--- src/rtl/core/pkhm_pkg.sv ---
package pkhm_pkg;

  localparam int TableSlotsDef = 1024;

  localparam logic [63:0] MixAdd  = 64'h9e3779b97f4a7c15;
  localparam logic [63:0] MixMul1 = 64'hbf58476d1ce4e5b9;
  localparam logic [63:0] MixMul2 = 64'h94d049bb133111eb;
  localparam int MixSh1 = 30;
  localparam int MixSh2 = 27;
  localparam int MixSh3 = 31;
  localparam int LoadNum = 7;
  localparam int LoadDen = 10;

  typedef enum logic [1:0] {
    FN_PUT   = 2'd0,
    FN_GET   = 2'd1,
    FN_CLEAR = 2'd2,
    FN_NONE  = 2'd3
  } func_t;

  typedef struct packed {
    func_t              func;
    logic [30:0]        key_first;
    logic [30:0]        key_second;
    logic signed [31:0] write_value;
  } op_t;

  typedef enum logic [2:0] {
    F_IDLE, F_M1, F_S1, F_M2, F_S2, F_PUSH
  } front_state_t;

  typedef enum logic [2:0] {
    B_IDLE, B_RD, B_CHK, B_CLR, B_DONE
  } back_state_t;

endpackage

--- src/rtl/core/pkhm_intf.sv ---
interface pkhm_in_if;
  import pkhm_pkg::*;
  logic               valid;
  logic               ready;
  func_t              func;
  logic [30:0]        key_first;
  logic [30:0]        key_second;
  logic signed [31:0] write_value;
  modport source (output valid, func, key_first, key_second, write_value, input ready);
  modport sink (input valid, func, key_first, key_second, write_value, output ready);
endinterface


--- src/rtl/core/pkhm_front.sv ---
module pkhm_front import pkhm_pkg::*; #(
  parameter int AW = $clog2(TableSlotsDef)
) (
  input  logic              clk,
  input  logic              rst_n,
  pkhm_in_if.sink           in_ch,
  output logic              push_valid,
  input  logic              push_ready,
  output logic [AW-1:0]     push_home,
  output op_t               push_op
);

  front_state_t state_r, state_nxt;
  op_t          op_r;
  logic [63:0]  z_r;
  logic [63:0]  p0_r;
  logic [31:0]  p1_r, p2_r;
  logic [63:0]  x, cm, fin;

  always_comb begin
    state_nxt = state_r;
    unique case (state_r)
      F_IDLE: if (in_ch.valid) state_nxt = F_M1;
      F_M1:   state_nxt = F_S1;
      F_S1:   state_nxt = F_M2;
      F_M2:   state_nxt = F_S2;
      F_S2:   state_nxt = F_PUSH;
      F_PUSH: if (push_ready) state_nxt = F_IDLE;
      default: state_nxt = F_IDLE;
    endcase
  end

  always_comb begin
    in_ch.ready = (state_r == F_IDLE);
    push_valid  = (state_r == F_PUSH);
    if (state_r == F_M1) begin
      x  = z_r ^ (z_r >> MixSh1);
      cm = MixMul1;
    end else begin
      x  = z_r ^ (z_r >> MixSh2);
      cm = MixMul2;
    end
    fin       = z_r ^ (z_r >> MixSh3);
    push_home = fin[AW-1:0];
    push_op   = op_r;
  end

  always_ff @(posedge clk) begin
    if (!rst_n) begin
      state_r <= F_IDLE;
    end else begin
      state_r <= state_nxt;
    end
  end

  // 64x64 low product split into three 32x32 partials
  always_ff @(posedge clk) begin
    unique case (state_r)
      F_IDLE: begin
        if (in_ch.valid) begin
          op_r.func        <= in_ch.func;
          op_r.key_first   <= in_ch.key_first;
          op_r.key_second  <= in_ch.key_second;
          op_r.write_value <= in_ch.write_value;
          z_r <= {1'b0, in_ch.key_first, 1'b0, in_ch.key_second} + MixAdd;
        end
      end
      F_M1, F_M2: begin
        p0_r <= x[31:0] * cm[31:0];
        p1_r <= 32'(x[31:0] * cm[63:32]);
        p2_r <= 32'(x[63:32] * cm[31:0]);
      end
      F_S1, F_S2: begin
        z_r <= p0_r + {p1_r + p2_r, 32'd0};
      end
      default: begin
      end
    endcase
  end

endmodule

--- src/flat_wrapper.sv ---
// flat-port wrapper written by rule: the top's interface ports become plain ports
module pkhm_front_flat import pkhm_pkg::*;
#(
  parameter int AW = $clog2(TableSlotsDef)
)
  (clk, rst_n, push_valid, push_ready, push_home, push_op, in_ch_valid, in_ch_func, in_ch_key_first, in_ch_key_second, in_ch_write_value, in_ch_ready);
  pkhm_in_if in_ch_i ();
  input  logic clk;
  input  logic rst_n;
  output logic push_valid;
  input  logic push_ready;
  output logic [AW-1:0] push_home;
  output op_t push_op;
  input wire logic [$bits(in_ch_i.valid)-1:0] in_ch_valid;
  input wire logic [$bits(in_ch_i.func)-1:0] in_ch_func;
  input wire logic [$bits(in_ch_i.key_first)-1:0] in_ch_key_first;
  input wire logic [$bits(in_ch_i.key_second)-1:0] in_ch_key_second;
  input wire logic [$bits(in_ch_i.write_value)-1:0] in_ch_write_value;
  output wire logic [$bits(in_ch_i.ready)-1:0] in_ch_ready;
  assign in_ch_i.valid = in_ch_valid;
  assign in_ch_i.func = in_ch_func;
  assign in_ch_i.key_first = in_ch_key_first;
  assign in_ch_i.key_second = in_ch_key_second;
  assign in_ch_i.write_value = in_ch_write_value;
  assign in_ch_ready = in_ch_i.ready;
  pkhm_front #(.AW(AW)) u_core (.clk(clk), .rst_n(rst_n), .in_ch(in_ch_i), .push_valid(push_valid), .push_ready(push_ready), .push_home(push_home), .push_op(push_op));
endmodule
--- config.mk ---
export PLATFORM = sky130hd
export DESIGN_NAME = pkhm_front_flat
export DESIGN_NICKNAME = d
export VERILOG_FILES = /design/src/rtl/core/pkhm_pkg.sv /design/src/rtl/core/pkhm_intf.sv /design/src/rtl/core/pkhm_front.sv /design/src/flat_wrapper.sv
export SDC_FILE = /design/constraint.sdc
export NUM_CORES = 2
export LEC_CHECK = 0
export ABC_AREA = 1
export ABC_CLOCK_PERIOD_IN_PS = 11000
export BUFFER_PORTS_ARGS = -buffer_cell sky130_fd_sc_hd__buf_4
export CAP_MARGIN = 20
export CORE_MARGIN = 3
export CORE_UTILIZATION = 40
export CTS_BUF_LIST = sky130_fd_sc_hd__clkbuf_8
export CTS_CLUSTER_DIAMETER = 60
export DETAILED_ROUTE_END_ITERATION = 6
export PLACE_DENSITY = 0.53
export SYNTH_ARGS = -nofsm -noshare
export SYNTH_HDL_FRONTEND = slang
export SYNTH_SLANG_ARGS = --single-unit
--- constraint.sdc ---
create_clock -name clk -period 11 [get_ports clk]
set_input_delay 2.75 -clock clk [delete_from_list [all_inputs] [get_ports clk]]
set_output_delay 2.75 -clock clk [all_outputs]
set_load 0.01 [all_outputs]
==> results <==
- The kind of path behind the tightest hold check is reg2reg.
- The clock latency on the worst-skew pair is 740 ps.
- The number of detailed-route iterations in the first pass is 6.
- The max-capacitance violation count is 0.
- The average footprint of a synthesized cell is 8.996 µm².
- The kind of critical path is reg2reg.
- The worst setup path is launched from a flop.
- The cell count after placement is 9336.
- The number of stages on the worst hold path is 2.
- The final cell count without fillers is 9441.
- The number of antenna violations at the first check in global routing came to 7.
- In this run, distinct cell masters in the synthesized netlist total 55.
- The routed wire length is 245600 µm.
- The core footprint is 156900 µm².
- The wire length the detailed router placed on met1 is 98850 µm.
- The period utilization is 88.04%.
- The count of port buffers added during placement is 207.
- Leaving out fill and tap cells, the most frequent cells in the layout are inv_1 (2062), fa_1 (1172), nand2_1 (968).
- The number of post-CTS setup repair buffers is 0.
- The die covers 163400 µm².
- Based on the critical path, the design can be clocked at up to 103.3 MHz.
- The master cell of the clock root buffer is clkbuf_8.
- STA classifies the critical path endpoint as a flop.
- The hold violation total from the final report is 0.
- Counting every instance in the synthesized netlist gives 7049.
- The worst endpoint required time is 11470 ps.
- The actual transition at the worst max-transition pin is 1131 ps.
- The floorplan row count is 145.
- Dividing the detail-routed via count by the number of cells gives 5.157.
- The number of flops mapped to enable cells by yosys is 286.
- TritonCTS built the clock tree.
- The flow ran to the end, and the final reports show no timing, DRC or antenna violations.
- The overall die width is 404.2 µm.
- For this configuration, the core starts out at a cell density of 40.41%.
- The number of nets in the finished design is 9441.
- The worst path in the final design needs a cycle of 9684 ps, including I/O delays and setup.
- For this run, the leading register cell type out of synthesis is edfxtp_1.
- The clock sink total is 289.
- Yosys printed 0 warnings.
- In this run the worst path has a maximum fanout of 9.
- The launch point of the worst reg-to-reg path is u_core.z_r[37]$_DFFE_PP_.
- For this run the aggregate overflow at the end of global routing stands at 0.
- In the global route stage, overall resource usage came out at 30.37%.
- The post-cts resize count is 0.
- Summed over all failing endpoints, the final setup total negative slack is 0 ps.
- Entering global routing, the biggest net connects 76 pins.
- For this design the top-level I/O count stands at 208.
- Counting flops and latches in the post-synthesis netlist gives 289.
- The final setup violation count is 0.
- For this block, the initial DRC count from the detailed router was 4277.
- The first global-routing pass estimated 355100 µm of wire.
- Once detail routing completed, the nets flagged for antenna violations numbered 0.
- In the final routed layout, each cell accounts on average for 26.02 µm.
- The number of hold buffers added after CTS was 0.
- The share of flip-flops with an asynchronous set or reset after synthesis is 0%.
- Counting the buffers created by CTS gives 57.
- The most frequent standard cell in the layout excluding fill and tap cells is inv_1.
- The routed design uses 16410 µm of met3 wire.
- In this run the vertical extent of the chip is 404.2 µm.
- Cells with a size suffix above 1 make up 5.826% of the layout.
- The area growth from synthesis to layout is 9.125%.
- In this run the register-to-register setup slack is 1320 ps.
- The final-report max-slew violation count is 0.
- The startpoint identified for the worst hold timing path is u_core.p0_r[3]$_DFFE_PP_.
- The total via count after detailed routing is 48680.
- The via count of the first global-routing pass came to 51130.
- The worst max-slew margin expressed relative to the limit is 24.32%.
- For this run, design rule violations remaining after detail routing come to 0.
- The maximum buffer depth of the clock tree is 3.
- The share of the Yosys chip area taken by registers is 13.64%.
- The netlist area before placement is 63420 µm².
- The end of the worst hold path is u_core.z_r[3]$_DFFE_PP_.
- STA puts the critical path data arrival time at 10150 ps.
- Setup repair after global routing left no endpoint under its margin.
- The clock transition at the register clock pins on the worst setup and hold paths after CTS is 60 ps.
- Summed over all nets, wire length on met2 after detailed routing comes to 116600 µm.
- Routability-driven placement finished with a final weighted congestion of 1.042.
- The uppermost signal routing layer after detailed routing is met4.
- Between clock sinks in the finished design, the worst skew comes to 51.30 ps.
- The endpoint of the worst register-to-register path is u_core.p0_r[48]$_DFFE_PP_.
- For the worst flop-to-flop path, the logic depth is 25.
- The wire-length estimate of the detail-placed layout is 218400 µm.
- CTS built an H-tree with a depth of 2.
## critical path: stages, from the launching register on
cell	delay, ps
edfxtp_1	860
xor2_1	140
nand2_1	540
inv_1	460
nor2_1	650
inv_1	410
ha_1	500
a31o_2	220
inv_1	70
fa_1	450
fa_1	480
fa_1	500
inv_1	60
fa_1	590
fa_1	440
fa_1	510
fa_1	410
ha_1	450
nand2_1	190
nor2_1	240
inv_1	140
nor4_1	510
nand3_1	160
nand3_1	190
a21oi_1	100
xnor2_1	150
## final cells by class
| type | instances | area, µm² |
|---|---|---|
| fill | 15710 | 87730 |
| multi-input combinational | 4631 | 46710 |
| sequential | 289 | 8648 |
| inverter | 2066 | 7757 |
| tap | 2058 | 2575 |
| timing repair buffer | 292 | 2192 |
| clock buffer | 57 | 784.5 |
| clock inverter | 46 | 530.5 |
| antenna | 2 | 5.005 |
## flip-flops by register name, summed over array words and instances (netlist names)
name            flops
u_core.p2_r        32
u_core.state_r      3
u_core.push_op     96
u_core.z_r         64
u_core.p1_r        30
u_core.p0_r        64
## worst max path at each step
stage	from	to	slack, ps	depth (start not counted)
2_1_floorplan	in_ch_valid	u_core.z_r[0]$_DFFE_PP_	2170	4
3_3_place_gp	u_core.state_r[1]$_SDFFE_PN0P_	u_core.p1_r[30]$_DFFE_PP_	1460	30
3_5_place_dp	u_core.state_r[1]$_SDFFE_PN0P_	u_core.p1_r[30]$_DFFE_PP_	1420	30
4_1_cts	u_core.state_r[1]$_SDFFE_PN0P_	u_core.p1_r[30]$_DFFE_PP_	1390	30
5_1_grt	u_core.state_r[1]$_SDFFE_PN0P_	u_core.p1_r[30]$_DFFE_PP_	860	30
6_report	u_core.z_r[37]$_DFFE_PP_	u_core.p0_r[48]$_DFFE_PP_	1320	25
## stage by stage
stage / setup WS [ps] / hold slack (ps) / instance area (µm²) / utilization [%]
after floorplan: 2172 / 489.1 / 63600 / -
after global placement: 1462 / 508.4 / 67880 / 43.26
after detailed placement: 1425 / 514.6 / 67880 / 43.26
after CTS: 1392 / 532.9 / 69200 / 44.09
after global routing: 864.0 / 548.8 / 69200 / 44.10
final: 1316 / 529.3 / 69200 / 44.10
## cell usage after synthesis, drive strengths merged, types with 27 or more instances
master  number  area share [%]
xor2       165             2.3
xnor2       76             1.0
fa        1172              37
edfxtp     286              14
ha         832              16
a21oi      289             2.3
o21bai      28            0.33
a31oi       27            0.27
clkbuf      87            0.52
inv       2065              12
o21ai      228             1.8
nand3      162             1.3
nand4       35            0.35
nor2       420             2.5
nand2      983             5.9
## layer usage
layer / vias to the layer above / GRT usage (%)
met5: - / 0
met1: 24570 / 39.36
met4: 0 / 13.85
met2: 1838 / 50.68
met3: 470 / 3.977
li1: 21810 / -
## kinds of logic (layout without fill, tap and decap cells)
group                    after synthesis  after routing  share of synthesized area, %
XOR/XNOR                             241            241                         3.328
AO/OA/AOI/OAI                        660            660                         5.777
adder cells (fa/ha/maj)             2004           2004                         53.41
other                                  2             54                       0.01184
buffers and inverters               2179           2461                         13.03
AND/OR/NAND/NOR                     1674           1674                         10.80
flip-flops                           289            289                         13.64
Power is left out: the tool's default activity adds up to more than one toggle a clock period on the data nets, which glitch-free logic cannot reach.
