`config.mk`:
```
export PLATFORM = sky130hd
export DESIGN_NAME = pkhm_queue
export DESIGN_NICKNAME = d
export VERILOG_FILES = /design/src/rtl/core/pkhm_queue.sv
export SDC_FILE = /design/constraint.sdc
export NUM_CORES = 1
export LEC_CHECK = 0
export BUFFER_PORTS_ARGS = -buffer_cell sky130_fd_sc_hd__buf_2
export CORE_AREA = 4 4 42 53
export CTS_CLUSTER_SIZE = 30
export DETAILED_ROUTE_END_ITERATION = 16
export DIE_AREA = 0 0 46 57
export MAX_ROUTING_LAYER = met4
export PLACE_DENSITY_LB_ADDON = 0.08
export SYNTH_ARGS = -nofsm -noshare
export SYNTH_HDL_FRONTEND = slang
export SYNTH_SLANG_ARGS = --single-unit
export TNS_END_PERCENT = 20
```
`constraint.sdc`:
```
create_clock -name clk -period 4.1 [get_ports clk]
set_input_delay 0.41 -clock clk [delete_from_list [all_inputs] [get_ports clk]]
set_output_delay 0.41 -clock clk [all_outputs]
set_load 0.01 [all_outputs]
```
`src/rtl/core/pkhm_queue.sv`:
```
module pkhm_queue #(
  parameter int DW = 8
) (
  input  logic          clk,
  input  logic          rst_n,
  input  logic          push_valid,
  output logic          push_ready,
  input  logic [DW-1:0] push_data,
  output logic          pop_valid,
  input  logic          pop_ready,
  output logic [DW-1:0] pop_data
);

  logic [DW-1:0] mem_r [2];
  logic          wp_r, rp_r;
  logic [1:0]    cnt_r;
  logic          do_push, do_pop;

  assign push_ready = (cnt_r != 2'd2);
  assign pop_valid  = (cnt_r != 2'd0);
  assign pop_data   = mem_r[rp_r];
  assign do_push    = push_valid && push_ready;
  assign do_pop     = pop_valid && pop_ready;

  always_ff @(posedge clk) begin
    if (!rst_n) begin
      wp_r  <= 1'b0;
      rp_r  <= 1'b0;
      cnt_r <= 2'd0;
    end else begin
      if (do_push) wp_r <= ~wp_r;
      if (do_pop) rp_r <= ~rp_r;
      cnt_r <= cnt_r + {1'b0, do_push} - {1'b0, do_pop};
    end
  end

  always_ff @(posedge clk) begin
    if (do_push) mem_r[wp_r] <= push_data;
  end

endmodule

```
==> flow_metrics.env, run 1 <==
export IMPL_cp_slowest_stage_delay_ps=540
export IMPL_num_antenna_cells=0
export IMPL_post_cts_buffers=0
export IMPL_dp_hpwl_um=839
export IMPL_sequentialPowerShare=0.536
export IMPL_rows=17
export IMPL_avgSynthCellArea_um2=16.5
export IMPL_r2r_start="cnt_r[0]$_SDFF_PN0_"
export IMPL_chipWidth_um=46
export IMPL_placed_area_um2=935
export IMPL_nets=88
export IMPL_power_frac_clock=0.169
export IMPL_cts_tree="done"
export IMPL_cts_num_sinks=21
export IMPL_fin_area_um2=962
export IMPL_hp_start="push_data[1]"
export IMPL_start_util=0.465
export IMPL_first_pass_iters=2
export IMPL_syn_area_um2=811
export IMPL_fp_dieArea_mm2=0.00262
export IMPL_timing_rr_end="cnt_r[1]$_SDFF_PN0_"
export IMPL_power_leakage_nw=0.387
export IMPL_die_y_um=57
export IMPL_port_buffers=21
export IMPL_ys_ff_latch=21
export IMPL_antenna_found_initial=0
export IMPL_cpMaxStageDelayCell="dfxtp_1"
export IMPL_min_path_type="input port to register"
export IMPL_cts_path_max_buffers=2
export IMPL_synth_cell_types=16
export IMPL_crit_buf_inv=1
export IMPL_clk_latency_ps=290
export IMPL_max_freq_mhz=568
export IMPL_final_cell_mix="buf_2 (21), edfxtp_1 (16), mux2_2 (8), dfxtp_1 (5)"
export IMPL_cp_start_kind="register"
export IMPL_netlist_instances=49
export IMPL_drive_gt1_frac=0.479
export IMPL_ys_warn_count=0
export IMPL_power_density_mw_per_mm2=572
export IMPL_postCtsHoldBufs=0
export IMPL_path_cells="mux2_2 -> buf_2"
export IMPL_slew_limit_headroom=0.534
export IMPL_r2r_slack_ps=2480
export IMPL_root_buffer="clkbuf_4"
export IMPL_grt_pass1_vias=445
export IMPL_worst_pin_slew_ps=696
export IMPL_syn_nets=63
export IMPL_grt_max_degree=13
export IMPL_cts_resized=0
export IMPL_irDropWorstVdd_uv=327
export IMPL_drtIter0Drc=6
export IMPL_period_needed_ps=1760
export IMPL_p_sw_uw=154
export IMPL_ant_nets=0
export IMPL_pin_count=22
export IMPL_wl_per_cell_um=12.2
export IMPL_cp_max_fo=8
export IMPL_critPathKind="register to primary output"
export IMPL_endpoint_kind="primary output"
export IMPL_cts_buffers=3
export IMPL_vias=426
export IMPL_rsz0062_at_grt="no"
export IMPL_p_int_uw=396
export IMPL_status="completed"
export IMPL_htreeDepth=1
export IMPL_drc_errors=0
export IMPL_slew_viol_final=0
export IMPL_finalCritPeriodShare=0.429
export IMPL_min_to="mem_r[1][1]$_DFFE_PP_"
export IMPL_whs_path_depth=1
export IMPL_ff2ff_path_depth=8
export IMPL_post_drt_via_cell_ratio=4.63
export IMPL_required_ps=3690
export IMPL_p_sw_frac=0.280
export IMPL_finalWirelength_mm=1.12
export IMPL_setup_viol=0
export IMPL_cap_viol_max_count=0
export IMPL_path_clk_slew_ps=110
export IMPL_final_common_cell="buf_2"
export IMPL_gp_congestion=0.634
export IMPL_clock_skew_final_ps=6.45
export IMPL_path_delay_family="flip-flops"
export IMPL_critical_path_arrival_ps=1350
export IMPL_p_comb_frac=0.295
export IMPL_hold_viol_final=0
export IMPL_gr_usage_all_layers=0.0968
export IMPL_synth_seq_area_share=0.716
export IMPL_core_area_mm2=0.00174
export IMPL_globalRouteOverflowTotal=0
export IMPL_fin_tns_setup_ps=0
export IMPL_grt_pass1_wl_mm=1.80
export IMPL_area_delta_synth_final_pct=18.7
[Yosys cell counts]
cell | number | area (um2)
inv_1 | 1 | 3.75
or2_2 | 1 | 6.26
mux2i_1 | 1 | 10.0
and3_1 | 1 | 6.26
o21a_2 | 1 | 8.76
nor2_1 | 1 | 3.75
dfxtp_1 | 5 | 100
and2_1 | 2 | 12.5
nor2b_1 | 2 | 12.5
ha_1 | 2 | 25.0
nand2b_1 | 2 | 12.5
xnor2_1 | 3 | 26.3
nand2_1 | 2 | 7.51
mux2_2 | 8 | 90.1
edfxtp_1 | 16 | 480
buf_2 | 1 | 5.00
[per-stage QoR]
stage                     hold WS (ps)  cells  worst slack, ps   util  total power [mW]
after global routing               279     92             2250  0.552             0.590
after detailed placement           487     88             2470  0.536             0.466
after floorplan                    455     49             2490      -             0.413
after global placement             477     88             2480  0.536             0.464
final                              296     92             2340  0.552             0.550
after CTS                          283     92             2290  0.552             0.562
[power by group through the flow]
stage | Clock (mW) | Combinational [mW] | Sequential [mW]
6_report | 0.0931 | 0.162 | 0.295
3_5_place_dp | 0 | 0.166 | 0.300
5_1_grt | 0.108 | 0.183 | 0.299
3_3_place_gp | 0 | 0.164 | 0.300
2_1_floorplan | 0 | 0.126 | 0.287
4_1_cts | 0.100 | 0.167 | 0.296
[final cells by class]
cell class | count | area, um2
multi-input combinational | 26 | 221
timing repair buffer | 21 | 105
clock buffer | 3 | 22.5
tap | 19 | 23.8
fill | 147 | 782
inverter | 1 | 3.75
clock inverter | 1 | 5.00
sequential | 21 | 581
[layer usage]
| metal | routed length, um | track usage | share of wire | vias to the layer above |
|---|---|---|---|---|
| met3 | 57 | 0.0315 | 0.051 | 0 |
| li1 | - | - | - | 222 |
| met1 | 461 | 0.0919 | 0.41 | 193 |
| met4 | 0 | 0.0366 | 0 | 0 |
| met2 | 602 | 0.171 | 0.54 | 11 |
| met5 | 0 | - | 0 | - |
[sequential cells by signal, indices dropped and copies added, names as in the netlist, named ones only]
name   flops
mem_r     16
wp_r       1
rp_r       1
cnt_r      2
[worst register-to-register path: stages (launching register included)]
cell	delay (ps)
dfxtp_1	380
nand2b_1	150
nand2_1	110
ha_1	280
inv_1	40
ha_1	180
xnor2_1	130
xnor2_1	120
and2_1	140
[worst max path at each step]
stage / slack, ps / from / end / cells after the start
floorplan: 2490 / cnt_r[0]$_SDFF_PN0_ / cnt_r[1]$_SDFF_PN0_ / 8
global placement: 2480 / pop_ready / cnt_r[1]$_SDFF_PN0_ / 8
detailed placement: 2470 / pop_ready / cnt_r[1]$_SDFF_PN0_ / 8
CTS: 2290 / register / pop_data[6] / 2
global route: 2250 / register / pop_data[2] / 2
finish: 2340 / register / pop_data[6] / 2
[logic make-up after synthesis]
group                    Yosys count  share of synthesized area
adder cells (fa/ha/maj)            2                     0.0309
AO/OA/AOI/OAI                      1                     0.0108
AND/OR/NAND/NOR                   11                     0.0756
flip-flops                        21                      0.716
XOR/XNOR                           3                     0.0324
multiplexers                       9                      0.123
buffers and inverters              2                     0.0108
Note: power is estimated with default switching activity, not from simulation.
==> run 2: changes to the inputs <==
--- a/config.mk
+++ b/config.mk
@@ -5,11 +5,12 @@
 export SDC_FILE = /design/constraint.sdc
 export NUM_CORES = 1
 export LEC_CHECK = 0
+export ABC_AREA = 1
 export BUFFER_PORTS_ARGS = -buffer_cell sky130_fd_sc_hd__buf_2
-export CORE_AREA = 4 4 42 53
+export CORE_AREA = 4 4 43 54
 export CTS_CLUSTER_SIZE = 30
 export DETAILED_ROUTE_END_ITERATION = 16
-export DIE_AREA = 0 0 46 57
+export DIE_AREA = 0 0 47 58
 export MAX_ROUTING_LAYER = met4
 export PLACE_DENSITY_LB_ADDON = 0.08
 export SYNTH_ARGS = -nofsm -noshare
==> constraint.sdc (replaced) <==
create_clock -name clk -period 1.75 [get_ports clk]
set_input_delay 0.175 -clock clk [delete_from_list [all_inputs] [get_ports clk]]
set_output_delay 0.175 -clock clk [all_outputs]
set_load 0.01 [all_outputs]
==> flow_metrics.env, run 2 <==
export IMPL_syn_area_um2=872
export IMPL_avgSynthCellArea_um2=14.3
export IMPL_syn_nets=75
export IMPL_area_delta_synth_final_pct=17.4
export IMPL_cts_tree="done"
export IMPL_drive_gt1_frac=0.442
export IMPL_ys_warn_count=0
export IMPL_dp_hpwl_mm=1.09
export IMPL_endpoint_kind="primary output"
export IMPL_top_register="mem_r"
export IMPL_setup_slack_ps=174
export IMPL_gr_usage_all_layers=0.118
export IMPL_p_sw_frac=0.312
export IMPL_irDropWorstVdd_uv=782
export IMPL_yosysMostFrequentCell="edfxtp_1"
export IMPL_worst_pin_slew_ps=491
export IMPL_antenna_found_initial=0
export IMPL_grt_pass1_vias=559
export IMPL_period_needed_ps=1580
export IMPL_required_ps=1570
export IMPL_fin_util=0.573
export IMPL_clk_latency_ps=290
export IMPL_vias=510
export IMPL_fillers=158
export IMPL_min_to="mem_r[0][3]$_DFFE_PP_"
export IMPL_max_freq_mhz=634
export IMPL_ys_top_cells_by_area="edfxtp_1 (55%), mux2_4 (14%), dfxtp_1 (11%), inv_1 (3.0%), nand2_1 (3.0%)"
export IMPL_nets=101
export IMPL_gp_congestion=0.636
export IMPL_whs_path_depth=1
export IMPL_synth_top_area_share=0.551
export IMPL_cts_buffers=3
export IMPL_timing_rr_end="cnt_r[1]$_SDFF_PN0_"
export IMPL_post_drt_via_cell_ratio=4.86
export IMPL_critical_path_arrival_ps=1400
export IMPL_chipWidth_um=47
export IMPL_drc_errors=0
export IMPL_num_antenna_cells=0
export IMPL_first_pass_iters=4
export IMPL_synthArstFlopShare=0
export IMPL_rows=17
export IMPL_cp_max_fo=8
export IMPL_postCtsHoldBufs=0
export IMPL_cap_viol_max_count=0
export IMPL_cp_start_kind="register"
export IMPL_pin_count=22
export IMPL_port_buffers=21
export IMPL_htreeDepth=1
export IMPL_ant_nets=0
export IMPL_final_cell_mix="buf_2 (21), edfxtp_1 (16), mux2_4 (8), inv_1 (7), nand2_1 (7)"
export IMPL_power_frac_clock=0.155
export IMPL_power_density_mw_per_mm2=1370
export IMPL_p_comb_frac=0.336
export IMPL_start_util=0.488
export IMPL_synth_seq_area_share=0.666
export IMPL_setup_viol=0
export IMPL_fp_dieArea_mm2=0.00273
export IMPL_cts_resized=0
export IMPL_slew_viol_final=0
export IMPL_path_clk_slew_ps=110
export IMPL_netlist_instances=61
export IMPL_ff2ff_path_depth=10
export IMPL_grt_max_degree=12
export IMPL_rsz0062_at_grt="no"
export IMPL_cts_num_sinks=21
export IMPL_ys_ff_latch=21
export IMPL_finalWirelength_mm=1.33
export IMPL_wl_per_cell_um=12.7
export IMPL_synth_top_cell_by_area="edfxtp_1"
export IMPL_fin_tns_setup_ps=0
export IMPL_post_cts_buffers=0
export IMPL_synth_ff_type="edfxtp_1"
export IMPL_min_path_type="input port to register"
export IMPL_power_leakage_nw=0.452
export IMPL_cts_path_max_buffers=2
export IMPL_synth_common_cells="edfxtp_1 (16), mux2_4 (8), inv_1 (7), nand2_1 (7), nor2_1 (6)"
export IMPL_die_y_um=58
export IMPL_largest_reg_flops=16
export IMPL_grt_pass1_wl_mm=2.19
export IMPL_p_int_uw=962
export IMPL_core_area_mm2=0.00179
export IMPL_clock_skew_final_ps=4.87
export IMPL_place_ws_ps=195
export IMPL_r2r_slack_ps=200
export IMPL_slew_limit_headroom=0.672
export IMPL_hold_viol_final=0
export IMPL_r2r_start="cnt_r[0]$_SDFF_PN0_"
export IMPL_globalRouteOverflowTotal=0
export IMPL_whs_ps=68.6
export IMPL_status="completed"
export IMPL_finalCritPeriodShare=0.901
export IMPL_root_buffer="clkbuf_4"
export IMPL_sequentialPowerShare=0.510
export IMPL_hp_start="push_data[3]"
export IMPL_drtIter0Drc=2
export IMPL_final_common_cell="buf_2"
export IMPL_p_sw_uw=436
export IMPL_critPathKind="register to primary output"
export IMPL_top_regs="mem_r (16), cnt_r (2)"
export IMPL_synth_edff_count=16
export IMPL_synth_cell_types=14
export IMPL_finalPower_mw=1.40
-- run 2: power by group through the flow --
stage	Combinational [mW]	Sequential, mW	Clock [mW]
6_report	0.469	0.713	0.216
3_3_place_gp	0.466	0.722	0
2_1_floorplan	0.374	0.687	0
4_1_cts	0.480	0.718	0.226
3_5_place_dp	0.479	0.730	0
5_1_grt	0.533	0.723	0.249
-- run 2: worst max path at each step --
stage,startpoint,endpoint,slack (ps),depth (start not counted)
floorplan,cnt_r[0]$_SDFF_PN0_,cnt_r[1]$_SDFF_PN0_,300,10
global placement,cnt_r[0]$_SDFF_PN0_,cnt_r[1]$_SDFF_PN0_,270,10
detailed placement,cnt_r[0]$_SDFF_PN0_,cnt_r[1]$_SDFF_PN0_,200,10
CTS,register,pop_data[0],110,2
finish,register,pop_data[0],170,2
global route,register,pop_data[0],80,2
-- run 2: worst max-delay path: stages (launching register included) --
cell and delay (ps):
dfxtp_1 640, mux2_4 340, buf_2 140
-- run 2: through the flow --
| stage | cell area, um2 | instances |
|---|---|---|
| detailed placement | 997 | 101 |
| CTS | 1020 | 105 |
| global route | 1020 | 105 |
| floorplan | 872 | 61 |
| finish | 1020 | 105 |
| global placement | 997 | 101 |
-- run 2: cell families after synthesis --
| family | Yosys count | synth area share |
|---|---|---|
| flip-flops | 21 | 0.666 |
| AND/OR/NAND/NOR | 20 | 0.113 |
| multiplexers | 8 | 0.138 |
| AO/OA/AOI/OAI | 2 | 0.0115 |
| buffers and inverters | 8 | 0.0430 |
| adder cells (fa/ha/maj) | 2 | 0.0287 |
-- run 2: final cells by class --
type | instances | area, um2 | area share
clock buffers | 4 | 26.3 | 0.0257
inverters | 7 | 26.3 | 0.0257
well taps | 19 | 23.8 | 0.0232
repair buffers | 22 | 113 | 0.110
flip-flops and latches | 21 | 581 | 0.567
multi-input cells | 32 | 254 | 0.248
-- run 2: metal layers --
layer | vias to the layer above | wire [um] | GRT usage
met5 | - | 0 | -
met4 | 0 | 10 | 0.0593
met3 | 2 | 80 | 0.0217
met2 | 14 | 715 | 0.212
met1 | 235 | 526 | 0.112
li1 | 259 | - | -
